===== config.mk =====
export PLATFORM = sky130hd
export DESIGN_NAME = rms_current_power_energy_meter_core
export DESIGN_NICKNAME = d
export VERILOG_FILES = /design/src/rtl/core/rmsm_pkg.sv /design/src/rtl/core/rmsm_fifo.sv /design/src/rtl/core/rmsm_front.sv /design/src/rtl/core/rmsm_div.sv /design/src/rtl/core/rmsm_back.sv /design/src/rtl/core/rms_current_power_energy_meter_core.sv
export SDC_FILE = /design/constraint.sdc
export NUM_CORES = 2
export LEC_CHECK = 0
export ABC_AREA = 1
export BUFFER_PORTS_ARGS = -buffer_cell sky130_fd_sc_hd__buf_2
export CAP_MARGIN = 10
export CORE_MARGIN = 2
export CORE_UTILIZATION = 64
export DETAILED_ROUTE_END_ITERATION = 10
export PLACE_DENSITY = 0.81
export SLEW_MARGIN = 20
export SYNTH_ARGS = -nofsm -noshare
export SYNTH_HDL_FRONTEND = slang
export SYNTH_HIERARCHICAL = 1
export SYNTH_SLANG_ARGS = --single-unit

===== constraint.sdc =====
create_clock -name i_clk -period 15.4 [get_ports i_clk]
set_clock_uncertainty 0.2 [all_clocks]
set_input_delay 1.54 -clock i_clk [delete_from_list [all_inputs] [get_ports i_clk]]
set_output_delay 1.54 -clock i_clk [all_outputs]
set_load 0.01 [all_outputs]

===== src/rtl/core/rmsm_pkg.sv =====
// Shared types, constants and widths of the RMS current, power and energy meter.
package rmsm_pkg;

    localparam int WINDOW_SAMPLES_DEF = 100;
    localparam int SAMPLE_BITS_DEF    = 12;

    localparam int ADC_W      = 12;
    localparam int GAIN_W     = 24;
    localparam int GAIN_FRAC  = 16;
    localparam int CUR_W      = 17;
    localparam int VOLT_W     = 13;
    localparam int PWR_W      = 26;
    localparam int EGY_W      = 48;
    localparam int EL_W       = 32;
    localparam int ACC_W      = 64;
    localparam int PPR_W      = CUR_W + VOLT_W;
    localparam int CFG_IDX_W  = 2;
    localparam int CFG_DATA_W = 24;

    localparam int QUEUE_DEPTH = 2;

    localparam int DIV_W     = 64;
    localparam int DVSR_W    = 22;
    localparam int DIV_CNT_W = 6;
    localparam int PWR_STEPS = PPR_W / 2;
    localparam int EGY_STEPS = DIV_W / 2;

    localparam logic [CUR_W-1:0]  CURRENT_MAX = 17'd131071;
    localparam logic [PWR_W-1:0]  POWER_MAX   = 26'd67108863;
    localparam logic [EL_W-1:0]   ELAPSED_MAX = 32'hFFFF_FFFF;
    localparam logic [DVSR_W-1:0] MS_PER_HOUR = 22'd3600000;
    localparam logic [DVSR_W-1:0] DV_PER_V    = 22'd10;

    localparam logic [GAIN_W-1:0] GAIN_RST  = 24'd3200000;
    localparam logic [CUR_W-1:0]  FLOOR_RST = 17'd50;
    localparam logic [VOLT_W-1:0] MAINS_RST = 13'd2300;

    localparam logic OP_SAMPLE = 1'b0;
    localparam logic OP_TICK   = 1'b1;

    localparam logic [CFG_IDX_W-1:0] CFG_GAIN  = 2'd0;
    localparam logic [CFG_IDX_W-1:0] CFG_FLOOR = 2'd1;
    localparam logic [CFG_IDX_W-1:0] CFG_MAINS = 2'd2;

    typedef struct packed {
        logic             op;
        logic [ADC_W-1:0] adc_sample;
    } t_in;

    typedef struct packed {
        logic [CUR_W-1:0] current_ma;
        logic [PWR_W-1:0] power_mw;
        logic [EGY_W-1:0] energy_mwh;
    } t_out;

    typedef struct packed {
        logic [GAIN_W-1:0] current_gain_q16;
        logic [CUR_W-1:0]  noise_floor_ma;
        logic [VOLT_W-1:0] mains_voltage_dv;
    } t_cfg;

    typedef struct packed {
        logic empty;
        logic almost_full;
        logic full;
    } t_q_status;

    typedef enum logic [3:0] {
        BK_IDLE,
        BK_MEAN,
        BK_ROOT,
        BK_CMUL,
        BK_CSAT,
        BK_PMUL,
        BK_PDIV,
        BK_EMUL,
        BK_EACC,
        BK_EDIV,
        BK_OUT
    } t_bk_state;

endpackage


===== src/rtl/core/rmsm_fifo.sv =====
// Short job queue between the sample front end and the window back end.
module rmsm_fifo #(
    parameter int WIDTH = 8,
    parameter int DEPTH = 2
) (
    input  logic                  i_clk,
    input  logic                  i_rst_n,
    input  logic                  i_push,
    input  logic [WIDTH-1:0]      i_data,
    input  logic                  i_pop,
    output logic [WIDTH-1:0]      o_data,
    output rmsm_pkg::t_q_status   o_stat
);
    import rmsm_pkg::*;

    localparam int PTR_W = (DEPTH > 1) ? $clog2(DEPTH) : 1;
    localparam int CNT_W = $clog2(DEPTH + 1);

    logic [WIDTH-1:0] r_mem [DEPTH];
    logic [PTR_W-1:0] r_wptr;
    logic [PTR_W-1:0] r_rptr;
    logic [CNT_W-1:0] r_count;

    always_ff @(posedge i_clk) begin
        if (!i_rst_n) begin
            r_wptr  <= '0;
            r_rptr  <= '0;
            r_count <= '0;
        end else begin
            if (i_push) begin
                r_wptr <= (r_wptr == PTR_W'(DEPTH - 1)) ? '0 : r_wptr + 1'b1;
            end
            if (i_pop) begin
                r_rptr <= (r_rptr == PTR_W'(DEPTH - 1)) ? '0 : r_rptr + 1'b1;
            end
            if (i_push && !i_pop) begin
                r_count <= r_count + 1'b1;
            end else if (i_pop && !i_push) begin
                r_count <= r_count - 1'b1;
            end
        end
    end

    always_ff @(posedge i_clk) begin
        if (i_push) begin
            r_mem[r_wptr] <= i_data;
        end
    end

    assign o_data             = r_mem[r_rptr];
    assign o_stat.empty       = (r_count == '0);
    assign o_stat.almost_full = (r_count >= CNT_W'(DEPTH - 1));
    assign o_stat.full        = (r_count == CNT_W'(DEPTH));

endmodule


===== src/rtl/core/rmsm_front.sv =====
// Front end: accepts samples and ticks, accumulates squares and closes windows.
module rmsm_front #(
    parameter int WINDOW_SAMPLES = 100,
    parameter int SAMPLE_BITS    = 12,
    localparam int SUM_W = 2 * SAMPLE_BITS - 2 + $clog2(WINDOW_SAMPLES + 1)
) (
    input  logic                        i_clk,
    input  logic                        i_rst_n,
    input  logic                        i_in_valid,
    input  rmsm_pkg::t_in               i_in,
    output logic                        o_in_stall,
    input  rmsm_pkg::t_q_status         i_q_stat,
    output logic                        o_push,
    output logic [SUM_W-1:0]            o_push_sum,
    output logic [rmsm_pkg::EL_W-1:0]   o_push_el
);
    import rmsm_pkg::*;

    localparam int SB    = SAMPLE_BITS;
    localparam int SQ_W  = 2 * SB - 1;
    localparam int CNT_W = $clog2(WINDOW_SAMPLES + 1);

    logic [CNT_W-1:0]  r_cnt;
    logic [EL_W-1:0]   r_el;
    logic [SUM_W-1:0]  r_sum;
    logic              r_s1_valid;
    logic              r_s1_last;
    logic [SQ_W-1:0]   r_s1_sq;
    logic [EL_W-1:0]   r_s1_el;

    logic              w_accept;
    logic              w_last;
    logic [SB-1:0]     w_smp;
    logic [SB-1:0]     w_mid;
    logic [SB-1:0]     w_dev;
    logic [2*SB-1:0]   w_sq;
    logic [SUM_W-1:0]  w_sum_next;

    assign o_in_stall = i_q_stat.full || (i_q_stat.almost_full && r_s1_valid && r_s1_last);
    assign w_accept   = i_in_valid && !o_in_stall;

    assign w_smp = SB'(i_in.adc_sample);
    assign w_mid = SB'(1) << (SB - 1);
    assign w_dev = (w_smp >= w_mid) ? (w_smp - w_mid) : (w_mid - w_smp);
    assign w_sq  = (2 * SB)'(w_dev) * (2 * SB)'(w_dev);
    assign w_last = (r_cnt == CNT_W'(WINDOW_SAMPLES - 1));

    assign w_sum_next = r_sum + SUM_W'(r_s1_sq);
    assign o_push     = r_s1_valid && r_s1_last;
    assign o_push_sum = w_sum_next;
    assign o_push_el  = r_s1_el;

    always_ff @(posedge i_clk) begin
        if (!i_rst_n) begin
            r_cnt      <= '0;
            r_el       <= '0;
            r_sum      <= '0;
            r_s1_valid <= 1'b0;
            r_s1_last  <= 1'b0;
        end else begin
            r_s1_valid <= w_accept && (i_in.op == OP_SAMPLE);
            r_s1_last  <= w_accept && (i_in.op == OP_SAMPLE) && w_last;
            if (w_accept) begin
                if (i_in.op == OP_TICK) begin
                    if (r_el != ELAPSED_MAX) begin
                        r_el <= r_el + 1'b1;
                    end
                end else if (w_last) begin
                    r_cnt <= '0;
                    r_el  <= '0;
                end else begin
                    r_cnt <= r_cnt + 1'b1;
                end
            end
            if (r_s1_valid) begin
                r_sum <= r_s1_last ? '0 : w_sum_next;
            end
        end
    end

    always_ff @(posedge i_clk) begin
        if (w_accept) begin
            r_s1_sq <= w_sq[SQ_W-1:0];
            r_s1_el <= r_el;
        end
    end

endmodule


===== src/rtl/core/rmsm_div.sv =====
// Shared iterative divider that retires two quotient bits per cycle.
module rmsm_div (
    input  logic                               i_clk,
    input  logic                               i_rst_n,
    input  logic                               i_start,
    input  logic [rmsm_pkg::DIV_CNT_W-1:0]     i_steps,
    input  logic [rmsm_pkg::DIV_W-1:0]         i_dividend,
    input  logic [rmsm_pkg::DVSR_W-1:0]        i_divisor,
    output logic                               o_done,
    output logic [rmsm_pkg::DIV_W-1:0]         o_quot
);
    import rmsm_pkg::*;

    logic                  r_busy;
    logic                  r_done;
    logic [DIV_CNT_W-1:0]  r_cnt;
    logic [DIV_W-1:0]      r_q;
    logic [DVSR_W-1:0]     r_rem;
    logic [DVSR_W-1:0]     r_dvsr;

    logic [DVSR_W:0]       w_t1;
    logic [DVSR_W:0]       w_t2;
    logic                  w_ge1;
    logic                  w_ge2;
    logic [DVSR_W-1:0]     w_m1;
    logic [DVSR_W-1:0]     w_m2;

    always_comb begin
        w_t1  = {r_rem, r_q[DIV_W-1]};
        w_ge1 = (w_t1 >= {1'b0, r_dvsr});
        w_m1  = w_ge1 ? DVSR_W'(w_t1 - {1'b0, r_dvsr}) : DVSR_W'(w_t1);
        w_t2  = {w_m1, r_q[DIV_W-2]};
        w_ge2 = (w_t2 >= {1'b0, r_dvsr});
        w_m2  = w_ge2 ? DVSR_W'(w_t2 - {1'b0, r_dvsr}) : DVSR_W'(w_t2);
    end

    always_ff @(posedge i_clk) begin
        if (!i_rst_n) begin
            r_busy <= 1'b0;
            r_done <= 1'b0;
            r_cnt  <= '0;
        end else begin
            r_done <= 1'b0;
            if (i_start) begin
                r_busy <= 1'b1;
                r_cnt  <= i_steps - 1'b1;
            end else if (r_busy) begin
                r_cnt <= r_cnt - 1'b1;
                if (r_cnt == '0) begin
                    r_busy <= 1'b0;
                    r_done <= 1'b1;
                end
            end
        end
    end

    always_ff @(posedge i_clk) begin
        if (i_start) begin
            r_q    <= i_dividend;
            r_rem  <= '0;
            r_dvsr <= i_divisor;
        end else if (r_busy) begin
            r_q   <= {r_q[DIV_W-3:0], w_ge1, w_ge2};
            r_rem <= w_m2;
        end
    end

    assign o_done = r_done;
    assign o_quot = r_q;

endmodule


===== src/rtl/core/rmsm_back.sv =====
// Back end: mean, square root, scaling, power and energy for each closed window.
module rmsm_back #(
    parameter int WINDOW_SAMPLES = 100,
    parameter int SAMPLE_BITS    = 12,
    localparam int SUM_W = 2 * SAMPLE_BITS - 2 + $clog2(WINDOW_SAMPLES + 1)
) (
    input  logic                        i_clk,
    input  logic                        i_rst_n,
    input  logic                        i_job_valid,
    input  logic [SUM_W-1:0]            i_job_sum,
    input  logic [rmsm_pkg::EL_W-1:0]   i_job_el,
    output logic                        o_job_pop,
    input  rmsm_pkg::t_cfg              i_cfg,
    output logic                        o_out_valid,
    output rmsm_pkg::t_out              o_out,
    input  logic                        i_out_stall
);
    import rmsm_pkg::*;

    localparam int SB        = SAMPLE_BITS;
    localparam int SUM_PAD   = 2 * ((SUM_W + 1) / 2);
    localparam int SUM_STEPS = SUM_PAD / 2;
    localparam int MEAN_W    = 2 * SB - 1;
    localparam int RT_W      = SB;
    localparam int SQV_W     = 2 * SB;
    localparam int RT_CNT_W  = $clog2(SB);
    localparam int CPROD_W   = RT_W + GAIN_W;
    localparam int INC_W     = PWR_W + EL_W;

    t_bk_state             r_state;
    t_bk_state             n_state;

    logic [EL_W-1:0]       r_el;
    logic [SQV_W-1:0]      r_sqv;
    logic [RT_W+1:0]       r_rem;
    logic [RT_W-1:0]       r_root;
    logic [RT_CNT_W-1:0]   r_rcnt;
    logic [CPROD_W-1:0]    r_cprod;
    logic [CUR_W-1:0]      r_cur;
    logic [PWR_W-1:0]      r_pwr;
    logic [INC_W-1:0]      r_inc;
    logic [ACC_W-1:0]      r_energy;
    logic                  r_out_valid;
    t_out                  r_out;

    logic                  w_div_start;
    logic [DIV_CNT_W-1:0]  w_div_steps;
    logic [DIV_W-1:0]      w_div_dividend;
    logic [DVSR_W-1:0]     w_div_divisor;
    logic                  w_div_done;
    logic [DIV_W-1:0]      w_div_quot;
    logic                  w_out_load;

    logic [RT_W+3:0]       w_trem;
    logic [RT_W+3:0]       w_trial;
    logic                  w_rge;
    logic [CPROD_W-1:0]    w_cur_ext;
    logic [CUR_W-1:0]      w_cur_sat;
    logic [PPR_W-1:0]      w_pprod;
    logic [PPR_W-1:0]      w_pq;
    logic [ACC_W:0]        w_esum;
    logic [ACC_W-1:0]      w_esat;

    rmsm_div u_div (
        .i_clk      (i_clk),
        .i_rst_n    (i_rst_n),
        .i_start    (w_div_start),
        .i_steps    (w_div_steps),
        .i_dividend (w_div_dividend),
        .i_divisor  (w_div_divisor),
        .o_done     (w_div_done),
        .o_quot     (w_div_quot)
    );

    always_comb begin
        w_trem    = {r_rem, r_sqv[SQV_W-1 -: 2]};
        w_trial   = (RT_W + 4)'({r_root, 2'b01});
        w_rge     = (w_trem >= w_trial);
        w_cur_ext = r_cprod >> GAIN_FRAC;
        w_cur_sat = (w_cur_ext > CPROD_W'(CURRENT_MAX)) ? CURRENT_MAX : w_cur_ext[CUR_W-1:0];
        w_pprod   = PPR_W'(r_cur) * PPR_W'(i_cfg.mains_voltage_dv);
        w_pq      = w_div_quot[PPR_W-1:0];
        w_esum    = {1'b0, r_energy} + (ACC_W + 1)'(r_inc);
        w_esat    = w_esum[ACC_W] ? '1 : w_esum[ACC_W-1:0];
    end

    always_ff @(posedge i_clk) begin
        if (!i_rst_n) begin
            r_state <= BK_IDLE;
        end else begin
            r_state <= n_state;
        end
    end

    always_comb begin
        n_state        = r_state;
        o_job_pop      = 1'b0;
        w_div_start    = 1'b0;
        w_div_steps    = '0;
        w_div_dividend = '0;
        w_div_divisor  = '0;
        w_out_load     = 1'b0;
        unique case (r_state)
            BK_IDLE: begin
                if (i_job_valid) begin
                    o_job_pop      = 1'b1;
                    w_div_start    = 1'b1;
                    w_div_steps    = DIV_CNT_W'(SUM_STEPS);
                    w_div_dividend = DIV_W'(i_job_sum) << (DIV_W - SUM_PAD);
                    w_div_divisor  = DVSR_W'(WINDOW_SAMPLES);
                    n_state        = BK_MEAN;
                end
            end
            BK_MEAN: begin
                if (w_div_done) begin
                    n_state = BK_ROOT;
                end
            end
            BK_ROOT: begin
                if (r_rcnt == RT_CNT_W'(RT_W - 1)) begin
                    n_state = BK_CMUL;
                end
            end
            BK_CMUL: n_state = BK_CSAT;
            BK_CSAT: n_state = BK_PMUL;
            BK_PMUL: begin
                w_div_start    = 1'b1;
                w_div_steps    = DIV_CNT_W'(PWR_STEPS);
                w_div_dividend = DIV_W'(w_pprod) << (DIV_W - PPR_W);
                w_div_divisor  = DV_PER_V;
                n_state        = BK_PDIV;
            end
            BK_PDIV: begin
                if (w_div_done) begin
                    n_state = BK_EMUL;
                end
            end
            BK_EMUL: n_state = BK_EACC;
            BK_EACC: begin
                w_div_start    = 1'b1;
                w_div_steps    = DIV_CNT_W'(EGY_STEPS);
                w_div_dividend = w_esat;
                w_div_divisor  = MS_PER_HOUR;
                n_state        = BK_EDIV;
            end
            BK_EDIV: begin
                if (w_div_done) begin
                    n_state = BK_OUT;
                end
            end
            BK_OUT: begin
                if (!r_out_valid || !i_out_stall) begin
                    w_out_load = 1'b1;
                    n_state    = BK_IDLE;
                end
            end
            default: n_state = BK_IDLE;
        endcase
    end

    always_ff @(posedge i_clk) begin
        if (!i_rst_n) begin
            r_energy    <= '0;
            r_out_valid <= 1'b0;
        end else begin
            if (r_out_valid && !i_out_stall) begin
                r_out_valid <= 1'b0;
            end
            if (w_out_load) begin
                r_out_valid <= 1'b1;
            end
            if (r_state == BK_EACC) begin
                r_energy <= w_esat;
            end
        end
    end

    always_ff @(posedge i_clk) begin
        if (o_job_pop) begin
            r_el <= i_job_el;
        end
        if (r_state == BK_MEAN && w_div_done) begin
            r_sqv  <= {1'b0, w_div_quot[MEAN_W-1:0]};
            r_rem  <= '0;
            r_root <= '0;
            r_rcnt <= '0;
        end
        if (r_state == BK_ROOT) begin
            r_sqv  <= r_sqv << 2;
            r_rem  <= w_rge ? (RT_W + 2)'(w_trem - w_trial) : (RT_W + 2)'(w_trem);
            r_root <= {r_root[RT_W-2:0], w_rge};
            r_rcnt <= r_rcnt + 1'b1;
        end
        if (r_state == BK_CMUL) begin
            r_cprod <= CPROD_W'(r_root) * CPROD_W'(i_cfg.current_gain_q16);
        end
        if (r_state == BK_CSAT) begin
            r_cur <= (w_cur_sat < i_cfg.noise_floor_ma) ? '0 : w_cur_sat;
        end
        if (r_state == BK_PDIV && w_div_done) begin
            r_pwr <= (w_pq > PPR_W'(POWER_MAX)) ? POWER_MAX : w_pq[PWR_W-1:0];
        end
        if (r_state == BK_EMUL) begin
            r_inc <= INC_W'(r_pwr) * INC_W'(r_el);
        end
        if (w_out_load) begin
            r_out.current_ma <= r_cur;
            r_out.power_mw   <= r_pwr;
            r_out.energy_mwh <= w_div_quot[EGY_W-1:0];
        end
    end

    assign o_out_valid = r_out_valid;
    assign o_out       = r_out;

endmodule


===== src/rtl/core/rms_current_power_energy_meter_core.sv =====
// Top level of the RMS current, power and energy meter with its configuration registers.
//
// Channel  Direction  Handshake                 Payload
// in       input      i_in_valid / o_in_stall   t_in  (op, adc_sample)
// out      output     o_out_valid / i_out_stall t_out (current_ma, power_mw, energy_mwh)
// cfg      input      i_cfg_we                  i_cfg_idx, i_cfg_wdata
//
// The front end takes one transaction per cycle while not stalled. The delay from the
// sample that closes a window to its result is set by the shared two-bit-per-cycle
// divider, used three times per window, and the one-bit square root. A two-entry queue
// holds closed windows; input stalls when it is full, or holds one as another closes.
// Reset is synchronous and active low and clears all accumulators; there is no clear pass.
module rms_current_power_energy_meter_core #(
    parameter int WINDOW_SAMPLES = rmsm_pkg::WINDOW_SAMPLES_DEF,
    parameter int SAMPLE_BITS    = rmsm_pkg::SAMPLE_BITS_DEF
) (
    input  logic                                i_clk,
    input  logic                                i_rst_n,
    input  logic                                i_in_valid,
    input  rmsm_pkg::t_in                       i_in,
    output logic                                o_in_stall,
    output logic                                o_out_valid,
    output rmsm_pkg::t_out                      o_out,
    input  logic                                i_out_stall,
    input  logic                                i_cfg_we,
    input  logic [rmsm_pkg::CFG_IDX_W-1:0]      i_cfg_idx,
    input  logic [rmsm_pkg::CFG_DATA_W-1:0]     i_cfg_wdata
);
    import rmsm_pkg::*;

    localparam int SUM_W = 2 * SAMPLE_BITS - 2 + $clog2(WINDOW_SAMPLES + 1);
    localparam int JOB_W = EL_W + SUM_W;

    t_cfg              r_cfg;
    t_q_status         w_q_stat;
    logic              w_push;
    logic              w_pop;
    logic [SUM_W-1:0]  w_push_sum;
    logic [EL_W-1:0]   w_push_el;
    logic [JOB_W-1:0]  w_q_data;

    always_ff @(posedge i_clk) begin
        if (!i_rst_n) begin
            r_cfg.current_gain_q16 <= GAIN_RST;
            r_cfg.noise_floor_ma   <= FLOOR_RST;
            r_cfg.mains_voltage_dv <= MAINS_RST;
        end else if (i_cfg_we) begin
            unique case (i_cfg_idx)
                CFG_GAIN:  r_cfg.current_gain_q16 <= i_cfg_wdata[GAIN_W-1:0];
                CFG_FLOOR: r_cfg.noise_floor_ma   <= i_cfg_wdata[CUR_W-1:0];
                CFG_MAINS: r_cfg.mains_voltage_dv <= i_cfg_wdata[VOLT_W-1:0];
                default: ;
            endcase
        end
    end

    rmsm_front #(
        .WINDOW_SAMPLES (WINDOW_SAMPLES),
        .SAMPLE_BITS    (SAMPLE_BITS)
    ) u_front (
        .i_clk      (i_clk),
        .i_rst_n    (i_rst_n),
        .i_in_valid (i_in_valid),
        .i_in       (i_in),
        .o_in_stall (o_in_stall),
        .i_q_stat   (w_q_stat),
        .o_push     (w_push),
        .o_push_sum (w_push_sum),
        .o_push_el  (w_push_el)
    );

    rmsm_fifo #(
        .WIDTH (JOB_W),
        .DEPTH (QUEUE_DEPTH)
    ) u_fifo (
        .i_clk   (i_clk),
        .i_rst_n (i_rst_n),
        .i_push  (w_push),
        .i_data  ({w_push_el, w_push_sum}),
        .i_pop   (w_pop),
        .o_data  (w_q_data),
        .o_stat  (w_q_stat)
    );

    rmsm_back #(
        .WINDOW_SAMPLES (WINDOW_SAMPLES),
        .SAMPLE_BITS    (SAMPLE_BITS)
    ) u_back (
        .i_clk       (i_clk),
        .i_rst_n     (i_rst_n),
        .i_job_valid (!w_q_stat.empty),
        .i_job_sum   (w_q_data[SUM_W-1:0]),
        .i_job_el    (w_q_data[JOB_W-1:SUM_W]),
        .o_job_pop   (w_pop),
        .i_cfg       (r_cfg),
        .o_out_valid (o_out_valid),
        .o_out       (o_out),
        .i_out_stall (i_out_stall)
    );

    a_no_push_when_full: assert property (@(posedge i_clk) disable iff (!i_rst_n)
        w_push |-> !w_q_stat.full)
        else $error("Window queue written while full.");

    a_no_pop_when_empty: assert property (@(posedge i_clk) disable iff (!i_rst_n)
        w_pop |-> !w_q_stat.empty)
        else $error("Window queue read while empty.");

    a_stall_when_full: assert property (@(posedge i_clk) disable iff (!i_rst_n)
        w_q_stat.full |-> o_in_stall)
        else $error("Input not stalled with the window queue full.");

endmodule

* Word level (Yosys, flattened, before mapping)
Memories as Yosys holds them, arrays and structs flattened. A register that Yosys moved wholly into a read port is not among the register bits.
Index checks and enable logic that the tools add are counted.
** Storage, ports and cells
- Bits in registers :: 682
- RAM bits :: 122
- Output and inout bits :: 93
- Memories kept :: 1
** Operators by class
- Add/sub/neg operators :: 16
- Multiply operators :: 4
- $lt $le $gt $ge :: 8
- Eq/ne operators :: 23
- Mux-type cells :: 55
- Bitwise logic cells :: 3
- Reductions and logical operators :: 35
** Memories
- u_fifo.r_mem :: depth 2, width 61, rd ports 1, clocked after memory_dff 1, wr ports 1, line rmsm_fifo.sv:19 : logic [WIDTH-1:0] r_mem [DEPTH];
** Operators with widths (count)
- $mux 64 :: 3
- $pmux 64 s3 :: 1
- $mux 32 :: 3
- $pmux 22 s3 :: 1
- $add 64x58->65 :: 1
- $mux 63 :: 1
- $mul 26x32->58 :: 1
- $mux 24 :: 2
- $ge 23x22->1 :: 2
- $mux 22 :: 2
- $pmux 4 s11 :: 1
- $sub 22x22->22 :: 2
- $mux 14 :: 3
- $mul 12x24->36 :: 1
- $mux 12 :: 3
- $mux 4 :: 9
- $add 32x1->32 const B :: 1
- $ne 32x32->1 const B :: 1
- $gt 30x26->1 const B :: 1
- $mul 17x13->30 :: 1
- $add 29x23->29 :: 1
- $mux 29 :: 1
- $mul 12x12->23 :: 1
- $gt 20x17->1 const B :: 1
- other kinds (42) :: 100

* Depth between registers and ports, before layout
- Depth after elaboration :: 8
- Mapped depth :: 35
- Mapped depth without buffers :: 33

* By module
Netlist, hierarchy kept.
** By module, submodules not included
- rmsm_back :: times used 1, cells each 8382, area an instance 64211.6 sq um, seq. area each 10309.9 sq um
- rmsm_front :: times used 1, cells each 1548, area an instance 11144.4 sq um, seq. area each 3022.9 sq um
- rmsm_div :: times used 1, cells each 1063, area an instance 7790.0 sq um, seq. area each 3183.1 sq um
- rmsm_fifo :: times used 1, cells each 353, area an instance 4782.1 sq um, seq. area each 3763.6 sq um
- rms_current_power_energy_meter_core :: times used 1, cells each 320, area an instance 2233.4 sq um, seq. area each 1081.0 sq um

* Worst setup path before layout
OpenSTA, ideal clock, no wires.
- Kind :: input to register
- Start point :: input i_in[0] (netlist name)
- End point :: register u_front.r_s1_sq[18], data pin
- Library setup time :: 0.265 ns
- Data arrival time :: 6.690 ns
- Path slack :: 8.245 ns
- Stages :: 26
- Path buffers :: 1
- Path through :: inv_1 clkbuf_1 ha_1 nand2_1 nor2_1 a31oi_1 xor2_1 nand2_1 fa_1 inv_1 ha_1 a21oi_1 fa_1 inv_1 fa_1 inv_1 fa_1 inv_1 ha_1 a21oi_1 inv_1 a21oi_1 inv_1 a21oi_1 o21ai_0 xor2_1
** Between the ends
- Longest elaborated chain between the ends :: 3
** RTL lines
- from (decl) :: line rms_current_power_energy_meter_core.sv:20 : input rmsm_pkg::t_in i_in,
- $sub 12x12->12 / $ge 12x12->1 (equally long branches) :: line rmsm_front.sv:44 : assign w_dev = (w_smp >= w_mid) ? (w_smp - w_mid) : (w_mid - w_smp);
- $mux 12 (*) :: line rmsm_front.sv:44
- $mul 12x12->23 (*) :: line rmsm_front.sv:45 : assign w_sq = (2 * SB)'(w_dev) * (2 * SB)'(w_dev);
- net u_front.w_sq[18] :: line rmsm_front.sv:36 : logic [2*SB-1:0] w_sq;
- to (signal assigned) :: line rmsm_front.sv:83 : r_s1_sq <= w_sq[SQ_W-1:0];
- to (decl) :: line rmsm_front.sv:28 : logic [SQ_W-1:0] r_s1_sq;
Mark *: on every way through the listed nets, which the timed path passes. The rest lies on a longest branch.
A chain may end at the register's enable or synchronous reset.

* Worst setup path in the final report
- Start point :: register u_back.r_pwr[13]
- End point :: register u_back.r_inc[55], data pin
** Between the ends
- Longest elaborated chain between the ends :: 1
** RTL lines
- from (decl) :: line rmsm_back.sv:40 : logic [PWR_W-1:0] r_pwr;
- from (signal assigned) :: line rmsm_back.sv:201 : r_pwr <= (w_pq > PPR_W'(POWER_MAX)) ? POWER_MAX : w_pq[PWR_W-1:0];
- $mul 26x32->58 :: line rmsm_back.sv:204 : r_inc <= INC_W'(r_pwr) * INC_W'(r_el);
- to (signal assigned) :: line rmsm_back.sv:204
- to (decl) :: line rmsm_back.sv:41 : logic [INC_W-1:0] r_inc;
No other way between the ends.

==> flow_metrics.env <==
export IMPL_status="completed"
export IMPL_cpMostUsedCell="fa_1"
export IMPL_async_reset_ff_frac=0
export IMPL_start_kind="flop"
export IMPL_ant_nets=0
export IMPL_drc=0
export IMPL_crit_chain="buf_4 > buf_4 > nand2_1 > fa_1 > fa_1 > inv_1 > fa_1 > inv_1 > fa_1 > inv_1 > fa_1 > fa_1 > fa_1 > ha_1 > nand2_1 > nor2_1 > nand2_1 > nor4_1 > nand3_1 > nand3_1 > a21oi_1 > xor2_1"
export IMPL_fp_dieArea_um2=144000
export IMPL_tritoncts="yes"
export IMPL_cts_resized=0
export IMPL_die_height_um=379
export IMPL_setup_tns_ps=0
export IMPL_synthFlopType="edfxtp_1"
export IMPL_synth_top_family_by_area="adder cells"
export IMPL_hold_depth=0
export IMPL_clk_path_buf_depth=3
export IMPL_slowest_stage="fa_1"
export IMPL_grt_max_degree=69
export IMPL_antenna_found_initial=16
export IMPL_clkLatencyLatePin_ps=730
export IMPL_final_common_cell="nand2_1"
export IMPL_critPathCaptureType="flop"
export IMPL_yosysUniqueCellTypes=57
export IMPL_worstMarginPinSlew_ps=1110
export IMPL_synth_area_per_cell_um2=7.73
export IMPL_finalHoldViolations=0
export IMPL_final_cell_mix="nand2_1, inv_1, fa_1, nor2_1, ha_1"
export IMPL_rsz0062_at_grt="no"
export IMPL_initial_core_util=0.645
export IMPL_clkTransAtPathRegs_ps=60
export IMPL_yosysSeqAreaShare=0.237
export IMPL_portBuffers=136
export IMPL_drtPass1Iterations=7
export IMPL_drt_wl_total_mm=263
export IMPL_grt_pass1_vias=77500
export IMPL_num_vias=74800
export IMPL_netlist_area_um2=90200
export IMPL_synth_seq_cells=788
export IMPL_layout_drive_gt1_share=0.0454
export IMPL_cts_root_buf="clkbuf_16"
export IMPL_setup_viol=0
export IMPL_synthCells=11700
export IMPL_holdWs_ps=250
export IMPL_clkSinkCount=788
export IMPL_r2r_cells=22
export IMPL_hold_path_class="flop to flop"
export IMPL_drv_cap=0
export IMPL_criticalPathCategory="flop to flop"
export IMPL_maxSlewHeadroom=0.259
export IMPL_viasPerCell=5.53
export IMPL_synth_edf_count=558
export IMPL_final_max_slew_viol_count=0
export IMPL_die_x_um=379
export IMPL_grtUsageTotal=0.375
export IMPL_rows=137
export IMPL_nets=13400
export IMPL_ys_warn_count=6
export IMPL_crit_arrival_ps=7820
export IMPL_core_area_um2=140000
export IMPL_area_growth_pct=5.86
export IMPL_post_cts_buffers=0
export IMPL_cpPeakStageDelay_ps=550
export IMPL_grt_overflow=0
export IMPL_synth_compound_area_frac=0.0508
export IMPL_cts_made_buffers=89
export IMPL_io_pins=137
export IMPL_synthAdderAreaFrac=0.340
export IMPL_fmax_mhz=132
export IMPL_routedWlPerCell_um=19.4
export IMPL_grt_pass1_wl_mm=417
export IMPL_hold_buffers=0
export IMPL_cp_required_ps=15660
export IMPL_drt_initial_drc_count=6649
export IMPL_yosys_area_share_simple=0.215
export IMPL_synthXorXnorAreaFrac=0.0187
export IMPL_synth_mux_area_frac=0.000111
export IMPL_nFillCells=11300
export IMPL_dp_hpwl_mm=204
export IMPL_path_max_fanout=22
export IMPL_cts_max_level=3
export IMPL_gp_congestion=1.00
export IMPL_finalCritPeriodShare=0.491
export IMPL_fin_crit_ps=7560
-- cell families after synthesis --
family                     Yosys count
and+or+nand+nor                   4822
buffers and inverters             3271
other                                3
AOI/OAI and AO/OA                  847
DFF                                788
adders and majority gates         1742
xor gates and xnor gates           192
muxes                                1
-- worst max-delay path, delay by kind of cell (launching register included) --
family / cells / cell delay (ps)
buf+inv: 5 / 730
xor+xnor: 1 / 150
flops: 1 / 350
simple gates: 7 / 1690
fa+ha+maj: 8 / 4010
compound gates: 1 / 100
-- worst paths after layout --
kind / slack [ps] / endpoint / from
worst min register to register: 250 / u_fifo/r_mem[0][52] / u_front/o_push_el[23]
worst min-delay path: 250 / u_fifo/r_mem[0][52] / u_front/o_push_el[23]
worst max register to register: 7840 / u_back/r_inc[55] / u_back/r_pwr[13]
worst max-delay path: 7840 / u_back/r_inc[55] / u_back/r_pwr[13]
-- synthesized netlist by cell type (all sizes together), types with 82 or more instances --
cell | instances | area share
ha | 559 | 0.078
fa | 1183 | 0.26
edfxtp | 558 | 0.19
clkbuf | 346 | 0.014
nand3 | 409 | 0.023
o21ai | 270 | 0.015
xor2 | 110 | 0.011
nand2 | 3582 | 0.15
a21oi | 458 | 0.026
inv | 2856 | 0.12
dfxtp | 230 | 0.051
nor2 | 600 | 0.026
xnor2 | 82 | 0.0080
-- state kept, by name, indices dropped and copies added, names as in the netlist, 14 cells and up, named ones only --
register	flops
u_back/r_pwr	26
u_fifo/r_mem	122
u_back/r_cprod	20
u_front/r_s1_sq	22
u_back/u_div/r_rem	22
u_back/r_energy	64
u_back/u_div/r_dvsr	22
u_back/o_out	91
u_front/r_el	32
u_back/r_sqv	24
u_back/u_div/o_quot	64
u_back/r_rem	14
u_back/r_el	32
u_back/r_inc	58
r_cfg	54
u_front/r_sum	29
u_back/r_cur	17
u_front/o_push_el	32
-- per-stage QoR --
stage / area, µm² / cells / utilization / worst slack [ps]
global placement: 92300 / 13400 / 0.660 / 7350
finish: 95400 / 13500 / 0.683 / 7840
floorplan: 90200 / 11700 / - / 8240
global route: 95400 / 13500 / 0.683 / 7580
CTS: 95400 / 13500 / 0.683 / 7920
detailed placement: 92300 / 13400 / 0.661 / 7360
-- layer usage --
metal	part of all wire	global-route usage	wire length, µm	vias to the layer above
li1	-	-	-	34500
met1	0.39	0.482	103000	35900
met2	0.47	0.612	123000	3597
met3	0.092	0.0743	24200	861
met4	0.051	0.177	13500	12
met5	0.00030	0	78	-
-- final cells by class --
cell class,count,area [µm²],area share
Clock buffer,105,2340,0.0245
Inverter,2859,10700,0.112
Clock inverter,62,806,0.00844
Multi-Input combinational cell,7618,56500,0.592
Antenna cell,7,17.5,0.000184
Timing Repair Buffer,226,1360,0.0143
Sequential cell,788,21400,0.224
Tap cell,1876,2350,0.0246
Power is not shown: default switching activity piles up to over one toggle a cycle in this logic, so the estimate is an artifact.
